## src/rtl/abs_pkg.sv

```systemverilog
// ---------------------------------------------------------------------------
// Block size controller package
// Widths, register indexes, reason codes and size derivation.
// ---------------------------------------------------------------------------
package abs_pkg;

   // Field widths.
   localparam int TIME_W   = 20;
   localparam int FRAMES_W = 16;
   localparam int RATE_W   = 18;
   localparam int SIZE_W   = 16;
   localparam int FACTOR_W = 16;
   localparam int REASON_W = 3;
   localparam int CSR_IDX_W = 3;
   localparam int CSR_DATA_W = 18;
   localparam int FSS_W    = 32;

   // Default window depth.
   localparam int HISTORY_DEPTH_DEF = 32;

   // Microseconds per second, used in the cross-multiplied compare.
   localparam int USEC_W = 20;
   localparam logic [USEC_W-1:0] USEC_PER_SEC = 20'd1000000;
   localparam int Q_FRAC_W = 12;

   // Register indexes.
   localparam logic [CSR_IDX_W-1:0] CSR_SAMPLE_RATE = 3'd0;
   localparam logic [CSR_IDX_W-1:0] CSR_SMALL_SIZE  = 3'd1;
   localparam logic [CSR_IDX_W-1:0] CSR_NORMAL_SIZE = 3'd2;
   localparam logic [CSR_IDX_W-1:0] CSR_LARGE_SIZE  = 3'd3;
   localparam logic [CSR_IDX_W-1:0] CSR_UPPER       = 3'd4;
   localparam logic [CSR_IDX_W-1:0] CSR_LOWER       = 3'd5;
   localparam logic [CSR_IDX_W-1:0] CSR_FAST_OVER   = 3'd6;
   localparam logic [CSR_IDX_W-1:0] CSR_FAST_UNDER  = 3'd7;

   // Reset values of the registers.
   localparam logic [RATE_W-1:0]   RATE_RST        = 18'd48000;
   localparam logic [RATE_W-1:0]   RATE_DEF        = 18'd48000;
   localparam logic [SIZE_W-1:0]   SMALL_RST       = 16'd64;
   localparam logic [SIZE_W-1:0]   NORMAL_RST      = 16'd256;
   localparam logic [SIZE_W-1:0]   LARGE_RST       = 16'd1024;
   localparam logic [FACTOR_W-1:0] UPPER_RST       = 16'd3277;
   localparam logic [FACTOR_W-1:0] LOWER_RST       = 16'd1638;
   localparam logic [FACTOR_W-1:0] FAST_OVER_RST   = 16'd4096;
   localparam logic [FACTOR_W-1:0] FAST_UNDER_RST  = 16'd819;
   localparam logic [SIZE_W-1:0]   SIZE_MIN        = 16'd16;

   // Reason codes.
   localparam logic [REASON_W-1:0] RSN_NONE       = 3'd0;
   localparam logic [REASON_W-1:0] RSN_FAST_DOWN  = 3'd1;
   localparam logic [REASON_W-1:0] RSN_FAST_UP    = 3'd2;
   localparam logic [REASON_W-1:0] RSN_SLOW_DOWN  = 3'd3;
   localparam logic [REASON_W-1:0] RSN_SLOW_UP    = 3'd4;
   localparam logic [REASON_W-1:0] RSN_UNDERRUN   = 3'd5;

   typedef struct packed {
      logic [SIZE_W-1:0] small_sz;
      logic [SIZE_W-1:0] normal_sz;
      logic [SIZE_W-1:0] large_sz;
   } sizes_type;

   // Effective sizes: small at least the minimum, then monotonic.
   function automatic sizes_type derive_sizes(input logic [SIZE_W-1:0] s_req,
                                              input logic [SIZE_W-1:0] n_req,
                                              input logic [SIZE_W-1:0] l_req);
      sizes_type r;
      r.small_sz  = (s_req < SIZE_MIN) ? SIZE_MIN : s_req;
      r.normal_sz = (n_req < r.small_sz) ? r.small_sz : n_req;
      r.large_sz  = (l_req < r.normal_sz) ? r.normal_sz : l_req;
      return r;
   endfunction

endpackage

```

## src/rtl/abs_ram.sv

```systemverilog
// ---------------------------------------------------------------------------
// Generic RAM
// One write port and one read port with registered read data.
// ---------------------------------------------------------------------------
module abs_ram #(
   parameter int WIDTH = 20,
   parameter int DEPTH = 32,
   parameter int AW    = (DEPTH > 1) ? $clog2(DEPTH) : 1
) (
   input  logic             clock,
   input  logic             wr_en,
   input  logic [AW-1:0]    wr_addr,
   input  logic [WIDTH-1:0] wr_data,
   input  logic             rd_en,
   input  logic [AW-1:0]    rd_addr,
   output logic [WIDTH-1:0] rd_data
);

   logic [WIDTH-1:0] mem_ff [DEPTH];
   logic [WIDTH-1:0] rd_data_ff;

   // Write port and registered read port.
   always_ff @(posedge clock) begin
      if (wr_en) begin
         mem_ff[wr_addr] <= wr_data;
      end
      if (rd_en) begin
         rd_data_ff <= mem_ff[rd_addr];
      end
   end

   assign rd_data = rd_data_ff;

endmodule

```

## src/rtl/abs_smul.sv

```systemverilog
// ---------------------------------------------------------------------------
// Bit-serial multiplier
// Shift-and-add product, one multiplier bit per cycle.
// ---------------------------------------------------------------------------
module abs_smul #(
   parameter int WA = 16,
   parameter int WB = 16
) (
   input  logic             clock,
   input  logic             reset,
   input  logic             start,
   input  logic [WA-1:0]    mcand,
   input  logic [WB-1:0]    mplier,
   output logic             busy,
   output logic [WA+WB-1:0] prod
);

   localparam int WP = WA + WB;
   localparam int CW = $clog2(WB + 1);

   logic [WP-1:0] acc_ff, acc_in;
   logic [WP-1:0] a_sh_ff, a_sh_in;
   logic [WB-1:0] b_sh_ff, b_sh_in;
   logic [CW-1:0] cnt_ff, cnt_in;
   logic          busy_ff, busy_in;

   // One multiplier bit is consumed per cycle; the product holds afterward.
   always_comb begin
      acc_in  = acc_ff;
      a_sh_in = a_sh_ff;
      b_sh_in = b_sh_ff;
      cnt_in  = cnt_ff;
      busy_in = busy_ff;
      if (start) begin
         acc_in  = '0;
         a_sh_in = WP'(mcand);
         b_sh_in = mplier;
         cnt_in  = CW'(WB);
         busy_in = 1'b1;
      end else if (busy_ff) begin
         if (b_sh_ff[0]) begin
            acc_in = acc_ff + a_sh_ff;
         end
         a_sh_in = a_sh_ff << 1;
         b_sh_in = b_sh_ff >> 1;
         cnt_in  = cnt_ff - CW'(1);
         busy_in = (cnt_ff != CW'(1));
      end
   end

   always_ff @(posedge clock) begin
      if (reset) begin
         busy_ff <= 1'b0;
         cnt_ff  <= '0;
      end else begin
         busy_ff <= busy_in;
         cnt_ff  <= cnt_in;
      end
      acc_ff  <= acc_in;
      a_sh_ff <= a_sh_in;
      b_sh_ff <= b_sh_in;
   end

   assign busy = busy_ff;
   assign prod = acc_ff;

endmodule

```

## src/rtl/adaptive_block_size_controller.sv

```systemverilog
// ---------------------------------------------------------------------------
// Adaptive block size controller
// Picks the audio block size from a running mean of callback times.
// ---------------------------------------------------------------------------
// Usage:
// Each word on the req_ channel is one callback report: processing time in
// microseconds, host period in frames and an underrun flag. For each word the
// block returns one word on the rsp_ channel: the block size in force and the
// reason code of any change.
// The block takes no new word before the result word of the last one has been
// issued. The work is done by the bit-serial multipliers: sum times rate and
// count times frames run together, then the microsecond scale, then the four
// factor products in parallel lanes.
// req_stall is high while an item is in work; one item is handled at a time.
// The result sits in an output register; a stalled result holds and the next
// item is accepted meanwhile, but its result waits until the first is taken.
// Registers are written on the csr_ channel while the block is idle; writing a
// size register resets the current size to the effective normal size.
// Reset is synchronous: registers return to their defaults, the history window
// empties and the current size becomes the effective normal size.
// ---------------------------------------------------------------------------
module adaptive_block_size_controller #(
   parameter int HISTORY_DEPTH = abs_pkg::HISTORY_DEPTH_DEF
) (
   input  logic                            clock,
   input  logic                            reset,
   input  logic                            req_valid,
   output logic                            req_stall,
   input  logic [abs_pkg::TIME_W-1:0]      req_cb_time_us,
   input  logic [abs_pkg::FRAMES_W-1:0]    req_host_frames,
   input  logic                            req_underrun,
   output logic                            rsp_valid,
   input  logic                            rsp_stall,
   output logic [abs_pkg::SIZE_W-1:0]      rsp_block_size,
   output logic [abs_pkg::REASON_W-1:0]    rsp_reason,
   input  logic                            csr_valid,
   output logic                            csr_ready,
   input  logic [abs_pkg::CSR_IDX_W-1:0]   csr_index,
   input  logic [abs_pkg::CSR_DATA_W-1:0]  csr_wdata
);
   import abs_pkg::*;

   localparam int PTRW  = (HISTORY_DEPTH > 1) ? $clog2(HISTORY_DEPTH) : 1;
   localparam int CNTW  = $clog2(HISTORY_DEPTH + 1);
   localparam int SUMW  = TIME_W + PTRW;
   localparam int LPW   = SUMW + RATE_W;
   localparam int LHSW  = LPW + Q_FRAC_W;
   localparam int CFW   = CNTW + FRAMES_W;
   localparam int CFMW  = CFW + USEC_W;
   localparam int SW    = CFMW + FACTOR_W;
   localparam int CMPW  = (LHSW > SW) ? LHSW : SW;
   localparam int NLANE = 4;

   // Sequencer states.
   localparam logic [2:0] ST_IDLE  = 3'd0;
   localparam logic [2:0] ST_RD    = 3'd1;
   localparam logic [2:0] ST_START = 3'd2;
   localparam logic [2:0] ST_M1    = 3'd3;
   localparam logic [2:0] ST_M2    = 3'd4;
   localparam logic [2:0] ST_M3    = 3'd5;
   localparam logic [2:0] ST_DEC   = 3'd6;
   localparam logic [2:0] ST_OUT   = 3'd7;

   // Lane order of the factor products.
   localparam int LN_FO = 0;
   localparam int LN_FU = 1;
   localparam int LN_UP = 2;
   localparam int LN_LO = 3;

   logic [2:0]          state_ff, state_in;
   logic [RATE_W-1:0]   rate_ff, rate_in;
   logic [SIZE_W-1:0]   small_req_ff, small_req_in;
   logic [SIZE_W-1:0]   normal_req_ff, normal_req_in;
   logic [SIZE_W-1:0]   large_req_ff, large_req_in;
   logic [FACTOR_W-1:0] upper_ff, upper_in;
   logic [FACTOR_W-1:0] lower_ff, lower_in;
   logic [FACTOR_W-1:0] fast_over_ff, fast_over_in;
   logic [FACTOR_W-1:0] fast_under_ff, fast_under_in;
   logic [SUMW-1:0]     sum_ff, sum_in;
   logic [CNTW-1:0]     count_ff, count_in;
   logic [PTRW-1:0]     ptr_ff, ptr_in;
   logic [SIZE_W-1:0]   cur_size_ff, cur_size_in;
   logic [FSS_W-1:0]    fss_ff, fss_in;
   logic [TIME_W-1:0]   t_ff, t_in;
   logic [FRAMES_W-1:0] frames_ff, frames_in;
   logic                urun_ff, urun_in;
   logic [SIZE_W-1:0]   res_size_ff, res_size_in;
   logic [REASON_W-1:0] res_reason_ff, res_reason_in;
   logic                rsp_valid_ff, rsp_valid_in;
   logic [SIZE_W-1:0]   rsp_size_ff, rsp_size_in;
   logic [REASON_W-1:0] rsp_reason_ff, rsp_reason_in;

   logic                accept, csr_wr, full;
   logic [TIME_W-1:0]   old_time;
   logic [RATE_W-1:0]   rate_eff;
   sizes_type           eff, eff_new;

   logic                start_a, start_b, start_c;
   logic                busy_lhs, busy_cf, busy_mil;
   logic [NLANE-1:0]    busy_lane;
   logic [LPW-1:0]      p_lhs;
   logic [CFW-1:0]      p_cf;
   logic [CFMW-1:0]     p_mil;
   logic [SW-1:0]       p_lane [NLANE];
   logic [FACTOR_W-1:0] lane_factor [NLANE];

   logic [CMPW-1:0]     lhs_x, fo_x, fu_x, up_x, lo_x;
   logic [FSS_W+2:0]    fss_x5;
   logic                cool_ok;
   logic [SIZE_W-1:0]   next_size;
   logic [REASON_W-1:0] next_reason;
   logic [FSS_W-1:0]    fss_base;
   logic [FSS_W:0]      fss_sum;

   assign accept    = req_valid && !req_stall;
   assign csr_wr    = csr_valid && csr_ready;
   assign req_stall = (state_ff != ST_IDLE);
   assign csr_ready = (state_ff == ST_IDLE);
   assign full      = (count_ff == CNTW'(HISTORY_DEPTH));
   assign rate_eff  = (rate_ff == '0) ? RATE_DEF : rate_ff;
   assign eff       = derive_sizes(small_req_ff, normal_req_ff, large_req_ff);
   assign eff_new   = derive_sizes(small_req_in, normal_req_in, large_req_in);

   // History window storage.
   abs_ram #(
      .WIDTH (TIME_W),
      .DEPTH (HISTORY_DEPTH)
   ) u_hist (
      .clock   (clock),
      .wr_en   (state_ff == ST_RD),
      .wr_addr (ptr_ff),
      .wr_data (t_ff),
      .rd_en   (accept),
      .rd_addr (ptr_ff),
      .rd_data (old_time)
   );

   // Multiplier start pulses, one per phase.
   assign start_a = (state_ff == ST_START);
   assign start_b = (state_ff == ST_M1) && !busy_lhs && !busy_cf;
   assign start_c = (state_ff == ST_M2) && !busy_mil;

   // Sum times rate: the left side before the Q4.12 scale.
   abs_smul #(.WA(SUMW), .WB(RATE_W)) u_mul_lhs (
      .clock (clock), .reset (reset), .start (start_a),
      .mcand (sum_ff), .mplier (rate_eff), .busy (busy_lhs), .prod (p_lhs)
   );

   // Window count times frames.
   abs_smul #(.WA(CNTW), .WB(FRAMES_W)) u_mul_cf (
      .clock (clock), .reset (reset), .start (start_a),
      .mcand (count_ff), .mplier (frames_ff), .busy (busy_cf), .prod (p_cf)
   );

   // Scale to microseconds.
   abs_smul #(.WA(CFW), .WB(USEC_W)) u_mul_usec (
      .clock (clock), .reset (reset), .start (start_b),
      .mcand (p_cf), .mplier (USEC_PER_SEC), .busy (busy_mil), .prod (p_mil)
   );

   assign lane_factor[LN_FO] = fast_over_ff;
   assign lane_factor[LN_FU] = fast_under_ff;
   assign lane_factor[LN_UP] = upper_ff;
   assign lane_factor[LN_LO] = lower_ff;

   // One lane per threshold factor.
   for (genvar g = 0; g < NLANE; g++) begin : g_lane
      abs_smul #(.WA(CFMW), .WB(FACTOR_W)) u_mul_f (
         .clock (clock), .reset (reset), .start (start_c),
         .mcand (p_mil), .mplier (lane_factor[g]), .busy (busy_lane[g]),
         .prod  (p_lane[g])
      );
   end

   // Exact threshold compares and the size decision.
   always_comb begin
      lhs_x   = CMPW'({p_lhs, {Q_FRAC_W{1'b0}}});
      fo_x    = CMPW'(p_lane[LN_FO]);
      fu_x    = CMPW'(p_lane[LN_FU]);
      up_x    = CMPW'(p_lane[LN_UP]);
      lo_x    = CMPW'(p_lane[LN_LO]);
      // Cooldown over: frames >= floor(rate/5), i.e. 5*frames + 4 >= rate.
      fss_x5  = {1'b0, fss_ff, 2'b00} + (FSS_W+3)'(fss_ff) + (FSS_W+3)'(4);
      cool_ok = (fss_x5 >= (FSS_W+3)'(rate_eff));
      next_size   = cur_size_ff;
      next_reason = RSN_NONE;
      if (urun_ff) begin
         next_size   = eff.small_sz;
         next_reason = RSN_UNDERRUN;
      end else if (lhs_x > fo_x) begin
         next_size   = eff.small_sz;
         next_reason = RSN_FAST_DOWN;
      end else if (lhs_x < fu_x) begin
         next_size   = eff.large_sz;
         next_reason = RSN_FAST_UP;
      end else if (cool_ok) begin
         if (lhs_x > up_x) begin
            if (cur_size_ff == eff.large_sz) begin
               next_size = eff.normal_sz;
            end else if (cur_size_ff == eff.normal_sz) begin
               next_size = eff.small_sz;
            end
            next_reason = RSN_SLOW_DOWN;
         end else if (lhs_x < lo_x) begin
            if (cur_size_ff == eff.small_sz) begin
               next_size = eff.normal_sz;
            end else if (cur_size_ff == eff.normal_sz) begin
               next_size = eff.large_sz;
            end
            next_reason = RSN_SLOW_UP;
         end
      end
      if (next_size == cur_size_ff) begin
         next_reason = RSN_NONE;
         fss_base    = fss_ff;
      end else begin
         fss_base    = '0;
      end
      fss_sum = {1'b0, fss_base} + (FSS_W+1)'(frames_ff);
   end

   // Sequencer, configuration writes and output register.
   always_comb begin
      state_in      = state_ff;
      rate_in       = rate_ff;
      small_req_in  = small_req_ff;
      normal_req_in = normal_req_ff;
      large_req_in  = large_req_ff;
      upper_in      = upper_ff;
      lower_in      = lower_ff;
      fast_over_in  = fast_over_ff;
      fast_under_in = fast_under_ff;
      sum_in        = sum_ff;
      count_in      = count_ff;
      ptr_in        = ptr_ff;
      cur_size_in   = cur_size_ff;
      fss_in        = fss_ff;
      t_in          = t_ff;
      frames_in     = frames_ff;
      urun_in       = urun_ff;
      res_size_in   = res_size_ff;
      res_reason_in = res_reason_ff;
      rsp_valid_in  = rsp_valid_ff;
      rsp_size_in   = rsp_size_ff;
      rsp_reason_in = rsp_reason_ff;

      if (rsp_valid_ff && !rsp_stall) begin
         rsp_valid_in = 1'b0;
      end

      if (csr_wr) begin
         case (csr_index)
            CSR_SAMPLE_RATE: rate_in       = csr_wdata;
            CSR_SMALL_SIZE:  small_req_in  = csr_wdata[SIZE_W-1:0];
            CSR_NORMAL_SIZE: normal_req_in = csr_wdata[SIZE_W-1:0];
            CSR_LARGE_SIZE:  large_req_in  = csr_wdata[SIZE_W-1:0];
            CSR_UPPER:       upper_in      = csr_wdata[FACTOR_W-1:0];
            CSR_LOWER:       lower_in      = csr_wdata[FACTOR_W-1:0];
            CSR_FAST_OVER:   fast_over_in  = csr_wdata[FACTOR_W-1:0];
            CSR_FAST_UNDER:  fast_under_in = csr_wdata[FACTOR_W-1:0];
            default: ;
         endcase
         if (csr_index == CSR_SMALL_SIZE || csr_index == CSR_NORMAL_SIZE ||
             csr_index == CSR_LARGE_SIZE) begin
            cur_size_in = eff_new.normal_sz;
         end
      end

      case (state_ff)
         ST_IDLE: begin
            if (accept) begin
               t_in      = req_cb_time_us;
               frames_in = req_host_frames;
               urun_in   = req_underrun;
               state_in  = ST_RD;
            end
         end
         ST_RD: begin
            // Oldest entry leaves the sum only once the window is full.
            sum_in = sum_ff - (full ? SUMW'(old_time) : SUMW'(0)) + SUMW'(t_ff);
            if (!full) begin
               count_in = count_ff + CNTW'(1);
            end
            ptr_in   = (ptr_ff == PTRW'(HISTORY_DEPTH - 1)) ? '0 : ptr_ff + PTRW'(1);
            state_in = ST_START;
         end
         ST_START: state_in = ST_M1;
         ST_M1: begin
            if (start_b) begin
               state_in = ST_M2;
            end
         end
         ST_M2: begin
            if (start_c) begin
               state_in = ST_M3;
            end
         end
         ST_M3: begin
            if (busy_lane == '0) begin
               state_in = ST_DEC;
            end
         end
         ST_DEC: begin
            cur_size_in   = next_size;
            res_size_in   = next_size;
            res_reason_in = next_reason;
            fss_in        = fss_sum[FSS_W] ? {FSS_W{1'b1}} : fss_sum[FSS_W-1:0];
            state_in      = ST_OUT;
         end
         ST_OUT: begin
            if (!rsp_valid_ff || !rsp_stall) begin
               rsp_valid_in  = 1'b1;
               rsp_size_in   = res_size_ff;
               rsp_reason_in = res_reason_ff;
               state_in      = ST_IDLE;
            end
         end
         default: state_in = ST_IDLE;
      endcase
   end

   always_ff @(posedge clock) begin
      if (reset) begin
         state_ff      <= ST_IDLE;
         rate_ff       <= RATE_RST;
         small_req_ff  <= SMALL_RST;
         normal_req_ff <= NORMAL_RST;
         large_req_ff  <= LARGE_RST;
         upper_ff      <= UPPER_RST;
         lower_ff      <= LOWER_RST;
         fast_over_ff  <= FAST_OVER_RST;
         fast_under_ff <= FAST_UNDER_RST;
         sum_ff        <= '0;
         count_ff      <= '0;
         ptr_ff        <= '0;
         cur_size_ff   <= NORMAL_RST;
         fss_ff        <= '0;
         rsp_valid_ff  <= 1'b0;
      end else begin
         state_ff      <= state_in;
         rate_ff       <= rate_in;
         small_req_ff  <= small_req_in;
         normal_req_ff <= normal_req_in;
         large_req_ff  <= large_req_in;
         upper_ff      <= upper_in;
         lower_ff      <= lower_in;
         fast_over_ff  <= fast_over_in;
         fast_under_ff <= fast_under_in;
         sum_ff        <= sum_in;
         count_ff      <= count_in;
         ptr_ff        <= ptr_in;
         cur_size_ff   <= cur_size_in;
         fss_ff        <= fss_in;
         rsp_valid_ff  <= rsp_valid_in;
      end
      t_ff          <= t_in;
      frames_ff     <= frames_in;
      urun_ff       <= urun_in;
      res_size_ff   <= res_size_in;
      res_reason_ff <= res_reason_in;
      rsp_size_ff   <= rsp_size_in;
      rsp_reason_ff <= rsp_reason_in;
   end

   assign rsp_valid      = rsp_valid_ff;
   assign rsp_block_size = rsp_size_ff;
   assign rsp_reason     = rsp_reason_ff;

endmodule

```

## config.mk

```make
export PLATFORM = sky130hd
export DESIGN_NAME = adaptive_block_size_controller
export DESIGN_NICKNAME = d
export VERILOG_FILES = /design/src/rtl/abs_pkg.sv /design/src/rtl/abs_ram.sv /design/src/rtl/abs_smul.sv /design/src/rtl/adaptive_block_size_controller.sv
export SDC_FILE = /design/constraint.sdc
export NUM_CORES = 2
export LEC_CHECK = 0
export BUFFER_PORTS_ARGS = -buffer_cell sky130_fd_sc_hd__clkbuf_2
export CORE_ASPECT_RATIO = 0.75
export CORE_MARGIN = 2
export CORE_UTILIZATION = 50
export CTS_CLUSTER_SIZE = 28
export DETAILED_ROUTE_END_ITERATION = 8
export GPL_ROUTABILITY_DRIVEN = 0
export PLACE_DENSITY = 0.74
export SETUP_SLACK_MARGIN = 0.02
export SLEW_MARGIN = 20
export SYNTH_ARGS = -nofsm -noshare
export SYNTH_HDL_FRONTEND = slang
export SYNTH_SLANG_ARGS = --single-unit
```

## constraint.sdc

```tcl
create_clock -name clock -period 13.1 [get_ports clock]
set_input_delay 2.62 -clock clock [delete_from_list [all_inputs] [get_ports clock]]
set_output_delay 2.62 -clock clock [all_outputs]
set_load 0.05 [all_outputs]
```

==> impl_results.html <==
<table>
<tr><th>Metric</th><th>Value</th></tr>
<tr><th colspan="2">Power</th></tr>
<tr><td>Max IR drop VDD</td><td>0.176 mV</td></tr>
<tr><td>LEAKAGE</td><td>41.6 nW</td></tr>
<tr><td>Power Density</td><td>205 nW/um^2</td></tr>
<tr><td>Overall power consumption</td><td>21.6 mW</td></tr>
<tr><td>Sw power</td><td>8.18 mW</td></tr>
<tr><td>Part of the total power dissipated in the clock network</td><td>0.257</td></tr>
<tr><td>Sequential cell fraction of total power</td><td>0.362</td></tr>
<tr><td>Switching Share</td><td>0.379</td></tr>
<tr><td>Comb pwr share</td><td>0.380</td></tr>
<tr><td>Internal Pwr Total</td><td>13.4 mW</td></tr>
<tr><th colspan="2">Logic synthesis</th></tr>
<tr><td>Number of synthesized flops with an enable pin</td><td>1054</td></tr>
<tr><td>Unique cell type count in the Yosys netlist</td><td>106</td></tr>
<tr><td>Net count of the mapped netlist</td><td>10285</td></tr>
<tr><td>Syn_area_per_cell</td><td>10.1 um^2</td></tr>
<tr><td>Synth async-reset ratio</td><td>0</td></tr>
<tr><td>Yosys warning total</td><td>0</td></tr>
<tr><td>Synthesized instance count</td><td>9504</td></tr>
<tr><td>Prevailing post-synth register cell</td><td>sky130_fd_sc_hd__edfxtp_1</td></tr>
<tr><td>Combined area of all synthesized cells</td><td>95700 um^2</td></tr>
<tr><td>Portion of the post-synthesis area used by sequential elements</td><td>0.485</td></tr>
<tr><td>Post-synthesis sequential element count</td><td>1791</td></tr>
<tr><th colspan="2">Floorplan</th></tr>
<tr><td>Number of standard-cell rows in the floorplan</td><td>139</td></tr>
<tr><td>I/O Pins</td><td>85</td></tr>
<tr><td>Die outline width</td><td>509 um</td></tr>
<tr><td>Die height</td><td>383 um</td></tr>
<tr><td>Die Outline Area</td><td>195000 um^2</td></tr>
<tr><td>Core footprint</td><td>191000 um^2</td></tr>
<tr><td>Initial core utilization</td><td>0.502</td></tr>
<tr><th colspan="2">Timing</th></tr>
<tr><td>Final Hold Vio Count</td><td>0</td></tr>
<tr><td>Measured slew at the worst slew-check pin</td><td>1.16 ns</td></tr>
<tr><td>Final Slew Violations</td><td>0</td></tr>
<tr><td>Setup violators final</td><td>0</td></tr>
<tr><td>Highest achievable clock rate</td><td>0.0789 GHz</td></tr>
<tr><td>Setup skew after layout</td><td>0.0741 ns</td></tr>
<tr><td>Post-layout min period</td><td>12.67 ns</td></tr>
<tr><td>Headroom to the max-slew limit</td><td>0.224</td></tr>
<tr><td>RSZ-0062 raised after global routing</td><td>no</td></tr>
<tr><td>Share of the clock period used by the worst path</td><td>0.967</td></tr>
<tr><td>Total negative slack</td><td>0 ns</td></tr>
<tr><th colspan="2">Clock tree</th></tr>
<tr><td>Largest buffer count on any clock path</td><td>3</td></tr>
<tr><td>Count of hold-fix buffers inserted at cts</td><td>0</td></tr>
<tr><td>Clock-pin slew on the worst setup and hold paths</td><td>0.06 ns</td></tr>
<tr><td>Number of buffers inserted during clock tree synthesis</td><td>177</td></tr>
<tr><td>H-tree depth</td><td>4</td></tr>
<tr><td>Buffer cell driving the clock tree root</td><td>sky130_fd_sc_hd__clkbuf_16</td></tr>
<tr><td>Clock insertion delay at the later pin of the skew report</td><td>0.87 ns</td></tr>
<tr><td>Clock sink count</td><td>1791</td></tr>
<tr><td>Clock tree from TritonCTS</td><td>done</td></tr>
<tr><th colspan="2">Finish</th></tr>
<tr><td>Commonest non-fill, non-tap cell in the layout</td><td>sky130_fd_sc_hd__nand2_1</td></tr>
<tr><td>Top library cells by usage in the layout, fill and taps aside</td><td>1654 x sky130_fd_sc_hd__nand2_1, 1054 x sky130_fd_sc_hd__edfxtp_1, 822 x sky130_fd_sc_hd__a21oi_1, 733 x sky130_fd_sc_hd__dfxtp_1, 689 x sky130_fd_sc_hd__ha_1</td></tr>
<tr><td>Post-layout instance count excluding filler cells</td><td>12181</td></tr>
<tr><td>Filler Cells Inserted</td><td>15747</td></tr>
<tr><td>Total inserted antenna cells</td><td>0</td></tr>
<tr><td>Synthesis-to-finish area growth</td><td>10.2%</td></tr>
<tr><td>Layout net count</td><td>10269</td></tr>
<tr><td>Fraction of layout cells with a size suffix above 1</td><td>0.0861</td></tr>
<tr><th colspan="2">Global route</th></tr>
<tr><td>Number of antenna violations at the first check in global routing</td><td>3</td></tr>
<tr><td>First-pass GRT wire length</td><td>398 mm</td></tr>
<tr><td>Vias in the first global route</td><td>70702</td></tr>
<tr><td>Global-route total usage across every layer</td><td>0.256</td></tr>
<tr><td>Gr ovfl total</td><td>0</td></tr>
<tr><td>Maximum number of pins on one net before global-route repair</td><td>183</td></tr>
<tr><th colspan="2">Worst setup path</th></tr>
<tr><td>Required time of the critical path</td><td>13.77 ns</td></tr>
<tr><td>Worst Setup Start Kind</td><td>flop</td></tr>
<tr><td>Slowest cell on crit path</td><td>sky130_fd_sc_hd__a31oi_1</td></tr>
<tr><td>Worst Path Class, Setup</td><td>reg -&gt; reg</td></tr>
<tr><td>Cell type group with the largest total delay on the critical path</td><td>compound AO/OA/AOI/OAI gates</td></tr>
<tr><td>Buffers &amp; Inverters on Critical Path</td><td>1</td></tr>
<tr><td>Cell seen most often among critical-path stages</td><td>sky130_fd_sc_hd__a21oi_1</td></tr>
<tr><td>Setup crit end kind</td><td>flop</td></tr>
<tr><td>Highest cell delay on the worst timing path</td><td>0.90 ns</td></tr>
<tr><td>Crit path DAT</td><td>13.34 ns</td></tr>
<tr><td>Maximum net fanout on the critical path</td><td>18</td></tr>
<tr><th colspan="2">Drt</th></tr>
<tr><td>Count of routing violations after the opening detailed-route iteration</td><td>8757</td></tr>
<tr><td>Detailed-route vias per instance</td><td>6.08</td></tr>
<tr><td>DRT Wirelength</td><td>256 mm</td></tr>
<tr><td>Initial DRT Pass Iterations</td><td>9</td></tr>
<tr><td>DRC violations left</td><td>122</td></tr>
<tr><td>Wire per inst</td><td>21.0 um</td></tr>
<tr><td>Remaining antenna violation count</td><td>0</td></tr>
<tr><td>Total via count after detailed routing</td><td>74078</td></tr>
<tr><th colspan="2">Placement</th></tr>
<tr><td>HPWL Detailed</td><td>174 mm</td></tr>
<tr><td>Placed cells</td><td>11842</td></tr>
<tr><td>Number of buffer cells added on primary ports</td><td>84</td></tr>
<tr><th colspan="2">Hold path</th></tr>
<tr><td>Worst hold path type</td><td>reg -&gt; reg</td></tr>
<tr><th colspan="2">Outcome</th></tr>
<tr><td>Violated checks</td><td>design-rule violations</td></tr>
<tr><td>Result of the run</td><td>complete, but fails checks</td></tr>
<tr><th colspan="2">Flow run</th></tr>
<tr><td>Max-cap violations</td><td>0</td></tr>
</table>
## per-stage QoR
stage                     hold slack [ns]  utilization  instance area (um^2)  setup WS (ns)
after floorplan                     0.400            -                 95700           2.67
final                               0.424        0.553                105000          0.433
after detailed placement            0.405        0.518                 98900          0.442
after global placement              0.405        0.518                 98900          0.710
after CTS                           0.425        0.552                105000          0.359
after global routing                0.427        0.553                105000         0.0441
## path summary, 6_finish.rpt
path,startpoint,to,slack (ns),cells after the start
worst min register to register,res_reason_ff[2],rsp_reason[2],0.42,0
worst max-delay path,small_req_ff[8],fss_ff[29],0.43,43
worst min-delay path,res_reason_ff[2],rsp_reason[2],0.42,0
worst max register to register,small_req_ff[8],fss_ff[29],0.43,43
## per-layer routing
| metal | global-route usage | routed length (um) | vias to the layer above |
|---|---|---|---|
| met5 | 0 | 32 | - |
| met4 | 0.0731 | 7150 | 4 |
| met3 | 0.0636 | 29200 | 644 |
| met2 | 0.381 | 109000 | 3745 |
| met1 | 0.370 | 110000 | 35402 |
| li1 | - | - | 34283 |
## logic make-up after synthesis
| logic type | share of synthesized area |
|---|---|
| DFF | 0.485 |
| muxes | 0.0603 |
| xor gates and xnor gates | 0.0325 |
| adders and majority gates | 0.0961 |
| and+or+nand+nor | 0.153 |
| buffers and inverters | 0.0352 |
| AOI/OAI and AO/OA | 0.138 |
## registers in the layout, indices dropped and copies added (netlist names), 25 cells and up
name,cells
fss_ff,32
g_lane.u_mul_f.a_sh_ff,232
g_lane.u_mul_f.b_sh_ff,64
g_lane.u_mul_f.prod,232
sum_ff,25
u_hist.mem_ff,640
u_mul_lhs.a_sh_ff,43
u_mul_lhs.prod,43
u_mul_usec.a_sh_ff,42
u_mul_usec.prod,42
## Yosys cell counts (all sizes together) (100+ instances only)
cell	count	area share
xnor2	253	0.023
ha	689	0.090
dfxtp	737	0.15
edfxtp	1054	0.33
inv	475	0.019
o21ai	340	0.018
a21o	185	0.015
mux2i	208	0.022
a211oi	100	0.0079
mux4	160	0.038
a21oi	826	0.043
nor3	151	0.0081
nand2	1660	0.065
xor2	101	0.0093
nor2	700	0.027
nand3	131	0.0070
clkbuf	354	0.014
## power groups by stage
stage                     clock network (mW)  logic (mW)  registers (mW)
after floorplan                            0        6.02            7.63
after global placement                     0        7.65            7.88
after detailed placement                   0        7.93            7.91
after CTS                               5.63        8.00            7.81
after global routing                    5.85        9.02            7.90
final                                   5.56        8.22            7.82
## area by class of cell
type | instances | area [um^2] | share of cell area
flip-flops and latches | 1791 | 46400 | 0.440
clock inverters | 131 | 1820 | 0.0173
inverters | 478 | 1790 | 0.0170
repair buffers | 216 | 1450 | 0.0138
well taps | 2538 | 3180 | 0.0301
clock buffers | 203 | 4620 | 0.0438
multi-input cells | 6824 | 46200 | 0.438
## timing repair
| item | in CTS | in global routing |
|---|---|---|
| setup buffers | 0 | 3 |
| setup endpoints to repair | 0 | 32 |
| resized for setup | 0 | 9 |
Power figures use the tool's default switching activity.
